===== src/sv/psfl_pkg.sv =====
`timescale 1ns / 1ps
`default_nettype none

package psfl_pkg;

   localparam int SIZE_W = 13;   // slot size register
   localparam int OFF_W  = 13;   // slot offsets on the ports
   localparam int LINK_W = 16;   // next field of a link word, head and tail
   localparam int SUM_W  = 17;   // walk arithmetic, holds page end plus one slot
   localparam int WORD_W = 32;   // page word

   localparam logic [SIZE_W-1:0] SLOT_SIZE_RESET = 13'd8;

   // opcodes
   localparam logic [1:0] OP_FORMAT = 2'd0;
   localparam logic [1:0] OP_ALLOC  = 2'd1;
   localparam logic [1:0] OP_FREE   = 2'd2;

   // status codes
   localparam logic [1:0] ST_OK       = 2'd0;
   localparam logic [1:0] ST_FULL     = 2'd1;
   localparam logic [1:0] ST_BAD_OFFS = 2'd2;

   // list events
   localparam logic [1:0] EV_NONE     = 2'd0;
   localparam logic [1:0] EV_BECAME_FULL = 2'd1;
   localparam logic [1:0] EV_REJOINED = 2'd2;

   typedef struct packed {
      logic              busy;
      logic              done;
      logic [LINK_W-1:0] tail;
   } fmt_status_type;

   // link word: size in the upper half, next offset in the lower half
   function automatic logic [WORD_W-1:0] link_word(input logic [SIZE_W-1:0] size,
                                                   input logic [LINK_W-1:0] next);
      link_word = {{(WORD_W - LINK_W - SIZE_W){1'b0}}, size, next};
   endfunction

endpackage

`default_nettype wire


===== src/sv/psfl_fmt.sv =====
`timescale 1ns / 1ps
`default_nettype none

module psfl_fmt #(
   parameter int PAGE_WORDS   = 8192,
   parameter int HEADER_WORDS = 32,
   parameter int AW           = 13
) (
   input  wire logic                         clock,
   input  wire logic                         reset,
   input  wire logic                         start,
   input  wire logic [psfl_pkg::SIZE_W-1:0]  slot_size,
   output logic                              mem_we,
   output logic      [AW-1:0]                mem_addr,
   output logic      [psfl_pkg::WORD_W-1:0]  mem_data,
   output psfl_pkg::fmt_status_type          status
);

   logic                         busy_ff, busy_in;
   logic [psfl_pkg::SUM_W-1:0]   pos_ff, pos_in;
   logic [psfl_pkg::SUM_W-1:0]   nxt_ff, nxt_in;
   logic [psfl_pkg::SUM_W-1:0]   nxt2;
   logic                         last;

   // slot after next decides whether the next slot still fits
   assign nxt2 = nxt_ff + psfl_pkg::SUM_W'(slot_size);
   assign last = nxt2 > psfl_pkg::SUM_W'(PAGE_WORDS);

   always_comb begin
      busy_in = busy_ff;
      pos_in  = pos_ff;
      nxt_in  = nxt_ff;
      if (start) begin
         busy_in = 1'b1;
         pos_in  = psfl_pkg::SUM_W'(HEADER_WORDS);
         nxt_in  = psfl_pkg::SUM_W'(HEADER_WORDS) + psfl_pkg::SUM_W'(slot_size);
      end else if (busy_ff) begin
         pos_in = nxt_ff;
         nxt_in = nxt2;
         if (last) begin
            busy_in = 1'b0;
         end
      end
   end

   always_ff @(posedge clock) begin
      if (reset) begin
         busy_ff <= 1'b0;
      end else begin
         busy_ff <= busy_in;
      end
      pos_ff <= pos_in;
      nxt_ff <= nxt_in;
   end

   assign mem_we   = busy_ff;
   assign mem_addr = pos_ff[AW-1:0];
   assign mem_data = psfl_pkg::link_word(slot_size,
                        last ? psfl_pkg::LINK_W'(0) : nxt_ff[psfl_pkg::LINK_W-1:0]);

   assign status.busy = busy_ff;
   assign status.done = busy_ff && last;
   assign status.tail = pos_ff[psfl_pkg::LINK_W-1:0];

endmodule

`default_nettype wire


===== config.mk =====
export PLATFORM = sky130hd
export DESIGN_NAME = psfl_fmt
export DESIGN_NICKNAME = d
export VERILOG_FILES = /design/src/sv/psfl_pkg.sv /design/src/sv/psfl_fmt.sv
export SDC_FILE = /design/constraint.sdc
export NUM_CORES = 1
export LEC_CHECK = 0
export BUFFER_PORTS_ARGS = -buffer_cell sky130_fd_sc_hd__buf_2
export CAP_MARGIN = 20
export CORE_MARGIN = 2
export CORE_UTILIZATION = 40
export CTS_BUF_LIST = sky130_fd_sc_hd__clkbuf_2
export DETAILED_ROUTE_END_ITERATION = 10
export SLEW_MARGIN = 20
export SYNTH_ARGS = -nofsm -noshare
export SYNTH_HDL_FRONTEND = slang
export SYNTH_SLANG_ARGS = --single-unit

===== constraint.sdc =====
create_clock -name clock -period 7 [get_ports clock]
set_clock_uncertainty 0.1 [all_clocks]
set_input_delay 2.1 -clock clock [delete_from_list [all_inputs] [get_ports clock]]
set_output_delay 2.1 -clock clock [all_outputs]
set_load 0.005 [all_outputs]

======== Yosys cells after proc, flatten, opt, wreduce, memory -nomap -nowiden ========
Index checks and enable logic that the tools add are counted.
storage, ports and cells
  bits in registers ....................... 34
cells by class
  add/sub/neg operators ................... 2
  $lt $le $gt $ge ......................... 1
  mux-type cells .......................... 6
  reductions and logical operators ........ 2
operator list
  operator                 count
  $mux W17                 2
  $add A17 B13 Y17         1
  $gt A17 B14 Y1 const B   1
  $mux W16                 1
  $add A6 B13 Y14 const A  1
  $mux W1                  3
  $reduce_bool A2 Y1       1
  $logic_and A1 B1 Y1      1

======== Longest topological paths before layout ========
Gate-level depths: netlist of run 1.
  depth in word-level cells ............... 5
  depth in mapped cells ................... 10
  gate-level depth less buffers ........... 9

======== Least setup slack after synthesis of run 1 ========
No wires, ideal clock.
  kind .................................... input -> output
  start point ............................. in slot_size[0] in the netlist's numbering
  end point ............................... out mem_data[10] in the netlist's numbering
  data arrival time ....................... 4.505 ns
  setup slack ............................. 0.295 ns
  stages .................................. 10
  path buffers ............................ 1
  cells stage by stage .................... ha_1 fa_1 nand3_1 a21oi_1 o311a_1 or3_2 a221oi_4 a31oi_4 buf_6 nor3b_2
between the ends
  cells in the longest elaborated chain, start to end .. 3
RTL lines
  what              line            text
  start, declared   psfl_fmt.sv:12  input wire logic [psfl_pkg::SIZE_W-1:0] slot_size,
  $add A17 B13 Y17  psfl_fmt.sv:26  assign nxt2 = nxt_ff + psfl_pkg::SUM_W'(slot_size);
  $gt A17 B14 Y1    psfl_fmt.sv:27  assign last = nxt2 > psfl_pkg::SUM_W'(PAGE_WORDS);
  $mux W16          psfl_fmt.sv:59  last ? psfl_pkg::LINK_W'(0) : nxt_ff[psfl_pkg::LINK_W-1:0]);
  end, declared     psfl_fmt.sv:15  output logic [psfl_pkg::WORD_W-1:0] mem_data,
Every way passes these cells.

======== Final worst setup path of run 1 ========
  start point ............................. in slot_size[0] in the netlist's numbering
  end point ............................... out mem_data[5] in the netlist's numbering
The elaborated chain is that of the path after synthesis.

==> impl_metrics.yaml, run 1 <==
clocking:
  cts_root_buf: "clkbuf_2"
  cts_max_path_buffers: 2
  cts_tree: "yes"
  clock-sinks: 34
  clk_pin_slew_worst_paths_ns: 0.16
  clk_latency_ns: 0.39
  cts-htree-levels: 2
  numCtsBuffers: 5
cells_and_area:
  diodes: 0
  layout-drive-gt1-share_pct: 40.5
  finalNonFillerCells: 410
  seqCellArea_sq_um: 851
  final_cell_mix: "buf_2 (76), nor2_1 (26), mux2i_1 (17), dfxtp_1 (17), edfxtp_1 (17)"
  layout_commonest_cell: "buf_2"
  areaGrowthSynthToFinish_pct: 16.8
  fillers: 614
  multi_input_area_sq_um: 1550
  nets: 363
sta:
  period_share_pct: 98.2
  hold_ws_ns: 0.422
  final.setup.worst_slack_ns: 0.123
  tightestPinTransition_ns: 0.727
  slew_violations: 0
  setup_violations: 0
  hold_viol: 0
  fin_crit_ns: 6.88
  max_freq_ghz: 0.145
  slew_headroom_pct: 51.5
yosys:
  ys_seq_elements: 34
  synth_ff_type: "edfxtp_1"
  synthDistinctLibCells: 55
  synth_area_sq_um: 2630
  synth_seq_area_share_pct: 32.4
  syn_avg_cell_area_sq_um: 9.70
  synth_top_area_share_pct: 19.4
  yosysWarnings: 0
  syn_inst: 271
  synth_edf_count: 17
  synth_top_cell_by_area: "edfxtp_1"
  synthArstFlopShare_pct: 0
  synthTopCellsByArea: "edfxtp_1 (19%), dfxtp_1 (13%), buf_4 (8.8%)"
place:
  place_ws_ns: -0.0414
  dp_cells: 400
  io_buffers: 76
  dp_hpwl_mm: 4.84
  gp_congestion: 0.974
min_path:
  hold_path_class: "register to register"
drt:
  drc: 0
  wl_mm: 6.23
  drtPass1Iterations: 4
  drtAntennaViolNets: 0
  num_vias: 2150
  drt-initial-drc-count: 118
  vias_per_cell: 5.24
  avgRoutedWirePerCell_microns: 15.2
floorplanning:
  core_area_sq_um: 6350
  rows: 29
  die_area_sq_um: 7240
  die_y_microns: 85.1
  initial_core_util_pct: 41.4
  ios: 80
  die_w_microns: 85.1
grt:
  grt_pass1_vias: 1936
  grt_max_degree: 40
  grt_first_pass_wirelength_mm: 10.0
  track_usage_pct: 17.5
  grt-ovfl-total: 0
  antenna_found_initial: 0
job:
  drv_cap: 0
power:
  power.leakage_nw: 1.35
  irDropWorstVdd_v: 0.000149
  power.density_nw_per_um2: 264
  power_mw: 0.812
critical_path:
  cp_slowest_cell: "or4_4"
  worstSetupPathType: "primary input to output port"
  worstPathMaxFanout: 7
  worstSetupEndpointType: "output port"
  cp.required_ns: 4.80
  cp.arrival_ns: 4.68
  cp-start-kind: "primary input"
  r2r_slack_ns: 3.89
  crit_top_cell: "buf_2"
  max_stage_delay_ns: 0.45
  critical_path.cell_chain: "buf_2, ha_2, fa_2, a21oi_2, o211a_1, nor3b_1, or4_4, a221oi_4, a31oi_4, buf_6, nor3b_4, buf_2"
outcome:
  status: "complete, no violations"
==> worst max-delay path, delay by kind of cell <==
| family | cells | cell delay (ns) |
|---|---|---|
| AOI/OAI and AO/OA | 4 | 0.83 |
| adders and majority gates | 2 | 0.62 |
| buffers and inverters | 3 | 0.43 |
| and+or+nand+nor | 3 | 0.70 |
==> what timing repair did <==
item	4_1_cts	5_1_grt
endpoints found under the setup margin	12	17
buffers inserted	1	1
hold buffers	0	0
pin swaps	1	8
gates resized for setup	3	14
==> final timing paths <==
check                             startpoint           to  cells past startpoint
worst max-delay path            slot_size[0]  mem_data[5]                     12
worst min register to register     pos_ff[5]    pos_ff[5]                      2
worst min-delay path               pos_ff[5]    pos_ff[5]                      2
worst max register to register     nxt_ff[0]       mem_we                     10
==> power by group <==
group | total (mW) | switching [mW] | leakage [nW] | internal (mW)
clock network | 0.0935 | 0.0689 | 0.0304 | 0.0246
registers | 0.281 | 0.0322 | 0.309 | 0.249
logic | 0.438 | 0.231 | 1.01 | 0.207
total | 0.812 | 0.332 | 1.35 | 0.480
==> area by class of cell <==
type	count	area share, %
timing repair buffer	93	17.2
sequential	34	27.7
clock inverter	2	0.285
tap	77	3.14
multi-input combinational	195	50.4
clock buffer	6	0.977
inverter	3	0.366
==> flip-flops by register name, summed over array words and instances, names as in the netlist <==
name,flops
mem_we,1
nxt_ff,17
pos_ff,16
==> routing by layer <==
metal / up-vias / share of wire [%] / global-route usage (%)
li1: 1075 / - / -
met1: 982 / 46 / 25.7
met3: 6 / 6.8 / 2.14
met4: 0 / 1.2 / 5.77
met5: - / 0 / 0
met2: 87 / 46 / 26.8
==> cells in the mapped netlist (2+ instances only) <==
cell type	instances
nand3_1	10
mux2_2	3
nor2_1	26
a211oi_1	2
or3_1	2
o21ai_0	11
a21o_1	4
a31oi_1	2
nor3_1	4
o22ai_1	2
clkbuf_1	4
nand4_1	3
buf_6	3
and3_1	3
o211ai_1	2
inv_1	2
dfxtp_1	17
buf_4	31
edfxtp_1	17
nand2_1	15
nor3b_1	7
a21oi_1	9
buf_1	2
xor2_1	7
ha_1	14
nor3b_2	10
mux2i_1	17
xnor2_1	12
o21a_1	2
and2_1	3
==> logic make-up (layout without fill, tap and decap cells) <==
logic type / after synthesis / in the layout / synth area share (%)
AND/OR/NAND/NOR: 88 / 88 / 19.6
buffers and inverters: 44 / 104 / 11.6
adder cells (fa/ha/maj): 15 / 15 / 7.42
XOR/XNOR: 19 / 19 / 6.33
multiplexers: 20 / 20 / 7.75
flip-flops: 34 / 34 / 32.4
other: 1 / 3 / 0.143
AO/OA/AOI/OAI: 50 / 50 / 14.7
==> per-stage QoR <==
stage | util (%) | cell area (sq um) | TNS, ns
3_3_place_gp | 46.4 | 2950 | -0.00770
5_1_grt | 48.4 | 3070 | -0.00727
3_5_place_dp | 46.4 | 2950 | -0.198
4_1_cts | 47.3 | 3000 | 0
6_report | 48.4 | 3070 | 0
2_1_floorplan | - | 2640 | 0
No activity file was read; power rests on OpenSTA's default activity.
==> run 2, diff against run 1 <==
Settings changed: ABC_AREA set to 1.
==> run 2 against run 1 <==
  * Sequential cell count unchanged
  * Via count up 19%
  * Worst setup slack better by 0.51 ns
  * Count of clock-buffer cells in the layout down 1
  * Sequential power down 7%
  * Critical path depth up 5
  * Combinational power down 36%
==> impl_metrics.yaml, run 2 <==
clocking:
  cts-htree-levels: 2
  post_cts_resized: 0
  cts_max_path_buffers: 2
  holdBufCountCts: 0
  post_cts_buffers: 0
  clk_latency_ns: 0.38
  clk_pin_slew_worst_paths_ns: 0.18
  cts_root_buf: "clkbuf_2"
  clock-sinks: 34
  cts_tree: "yes"
  numCtsBuffers: 5
critical_path:
  cp.required_ns: 4.80
  cp-start-kind: "primary input"
  cp.arrival_ns: 4.17
  worstSetupPathType: "primary input to output port"
  worstPathMaxFanout: 17
  worstSetupEndpointType: "output port"
drt:
  routed.top_layer: "met4"
  drc: 0
  drtAntennaViolNets: 0
  m1WireLength_mm: 3.30
  wl_mm: 6.58
  vias_per_cell: 4.81
  num_vias: 2557
  wl_met2_mm: 2.96
  drtPass1Iterations: 4
  dr_wl_met3_microns: 268
  avgRoutedWirePerCell_microns: 12.4
  drt-initial-drc-count: 118
sta:
  fin_crit_ns: 6.37
  slew_headroom_pct: 34.9
  setup_violations: 0
  fin_setup_tns_ns: 0
  period_share_pct: 91.0
  max_freq_ghz: 0.157
  slew_violations: 0
  tightestPinTransition_ns: 0.976
  rsz0062_at_grt: "false"
  hold_viol: 0
power:
  power.density_nw_per_um2: 220
  power.leakage_nw: 1.71
  power_mw: 0.667
  irDropWorstVdd_v: 0.0000736
yosys:
  synthTopCellsByArea: "edfxtp_1 (19%), nand2_1 (14%), dfxtp_1 (12%)"
  synth_seq_area_share_pct: 31.0
  synth.most_common_cell: "nand2_1"
  synth_commonest_cells: "nand2_1 (104), inv_1 (60), nor2_1 (34)"
  synthDistinctLibCells: 31
  synth_top_area_share_pct: 18.6
  syn_avg_cell_area_sq_um: 6.78
  synth_area_sq_um: 2750
  yosysWarnings: 0
  synth_top_cell_by_area: "edfxtp_1"
  synth_ff_type: "edfxtp_1"
  ys_seq_elements: 34
  synthArstFlopShare_pct: 0
  syn_inst: 405
  synth_edf_count: 17
cells_and_area:
  final_cell_mix: "nand2_1 (104), buf_2 (76), inv_1 (60)"
  layout-drive-gt1-share_pct: 24.1
  layout_commonest_cell: "nand2_1"
  fillers: 713
  nets: 482
  largest_reg_flops: 17
  final_util_pct: 45.1
  finalNonFillerCells: 532
  diodes: 0
  areaGrowthSynthToFinish_pct: 10.4
  top_register: "nxt_ff"
grt:
  grt-ovfl-total: 0
  grt_max_degree: 34
  grt_pass1_vias: 2128
  grt_first_pass_wirelength_mm: 10.2
  antenna_found_initial: 0
  track_usage_pct: 17.2
floorplanning:
  initial_core_util_pct: 40.9
  core_area_sq_um: 6720
  die_area_sq_um: 7540
  die_y_microns: 86.9
  rows: 30
  ios: 80
  die_w_microns: 86.9
place:
  io_buffers: 76
  dp_cells: 524
  gp_congestion: 0.889
  dp_hpwl_mm: 5.28
outcome:
  status: "complete, no violations"
job:
  drv_cap: 0
min_path:
  hold_path_class: "register to register"
[run 2: cell count changes in the layout (fill, tap and decap cells not counted), sizes merged, moves of 4 or more]
| cell | before | now |
|---|---|---|
| buf | 93 | 76 |
| and3 | 4 | 0 |
| nand3b | 0 | 6 |
| nand2 | 15 | 110 |
| xor2 | 7 | 2 |
| nand3 | 10 | 25 |
| o21ai | 12 | 24 |
| mux2i | 17 | 0 |
| inv | 2 | 60 |
| a21oi | 10 | 29 |
| xnor2 | 12 | 0 |
| nor2 | 26 | 48 |
| nor3b | 17 | 0 |
[run 2: final cells by class]
| type | instances | area [sq um] | share of cell area (%) |
|---|---|---|---|
| clock buffer | 5 | 25.0 | 0.825 |
| clock inverter | 3 | 40.0 | 1.32 |
| inverter | 60 | 225 | 7.43 |
| multi-input combinational | 274 | 1410 | 46.5 |
| sequential | 34 | 851 | 28.1 |
| tap | 80 | 100 | 3.30 |
| timing repair buffer | 76 | 380 | 12.5 |
[run 2: metal layers]
| layer | global-route usage, % | up-vias |
|---|---|---|
| met2 | 27.5 | 68 |
| met5 | 0 | - |
| met3 | 1.71 | 6 |
| met1 | 24.6 | 1132 |
| met4 | 5.26 | 0 |
| li1 | - | 1351 |
[run 2: worst max-delay path: stages]
cell	delay (ns)
buf_2	0.11
ha_1	0.23
fa_1	0.43
nand2_2	0.10
inv_1	0.05
nand2_1	0.07
nand2_1	0.09
nand2_1	0.08
nand3b_1	0.07
nand2_1	0.08
nand2_1	0.05
nor2_1	0.09
nand3_1	0.09
nand2_2	0.10
nand2_4	0.16
nor2_1	0.13
buf_2	0.12
[run 2: per-stage QoR]
step           hold WS (ns)  setup WS [ns]  area [sq um]
4_1_cts               0.425          0.640          3030
2_1_floorplan         0.393           1.01          2750
3_3_place_gp          0.385          0.700          2970
3_5_place_dp          0.401          0.648          2970
6_report              0.425          0.628          3030
5_1_grt               0.444          0.353          3030
[run 2: cell families (layout without fill, tap and decap cells)]
kind of cell | Yosys count | count (layout) | share of synthesized area (%)
AOI/OAI and AO/OA | 60 | 60 | 11.5
other | 1 | 3 | 0.137
xor gates and xnor gates | 2 | 2 | 0.638
buffers and inverters | 99 | 144 | 17.9
DFF | 34 | 34 | 31.0
adders and majority gates | 15 | 15 | 7.11
and+or+nand+nor | 194 | 194 | 31.7
[run 2: path summary, 6_finish.rpt]
check / slack, ns / cells after the start / end / startpoint
worst max-delay path: 0.63 / 17 / mem_data[1] / slot_size[0]
worst min-delay path: 0.42 / 2 / pos_ff[5] / pos_ff[5]
worst max register to register: 4.53 / 11 / mem_we / nxt_ff[8]
worst min register to register: 0.42 / 2 / pos_ff[5] / pos_ff[5]
[run 2: where the power goes]
group	switching, mW	internal, mW
combinational	0.178	0.101
clock	0.0664	0.0593
sequential	0.0227	0.240
total	0.267	0.400
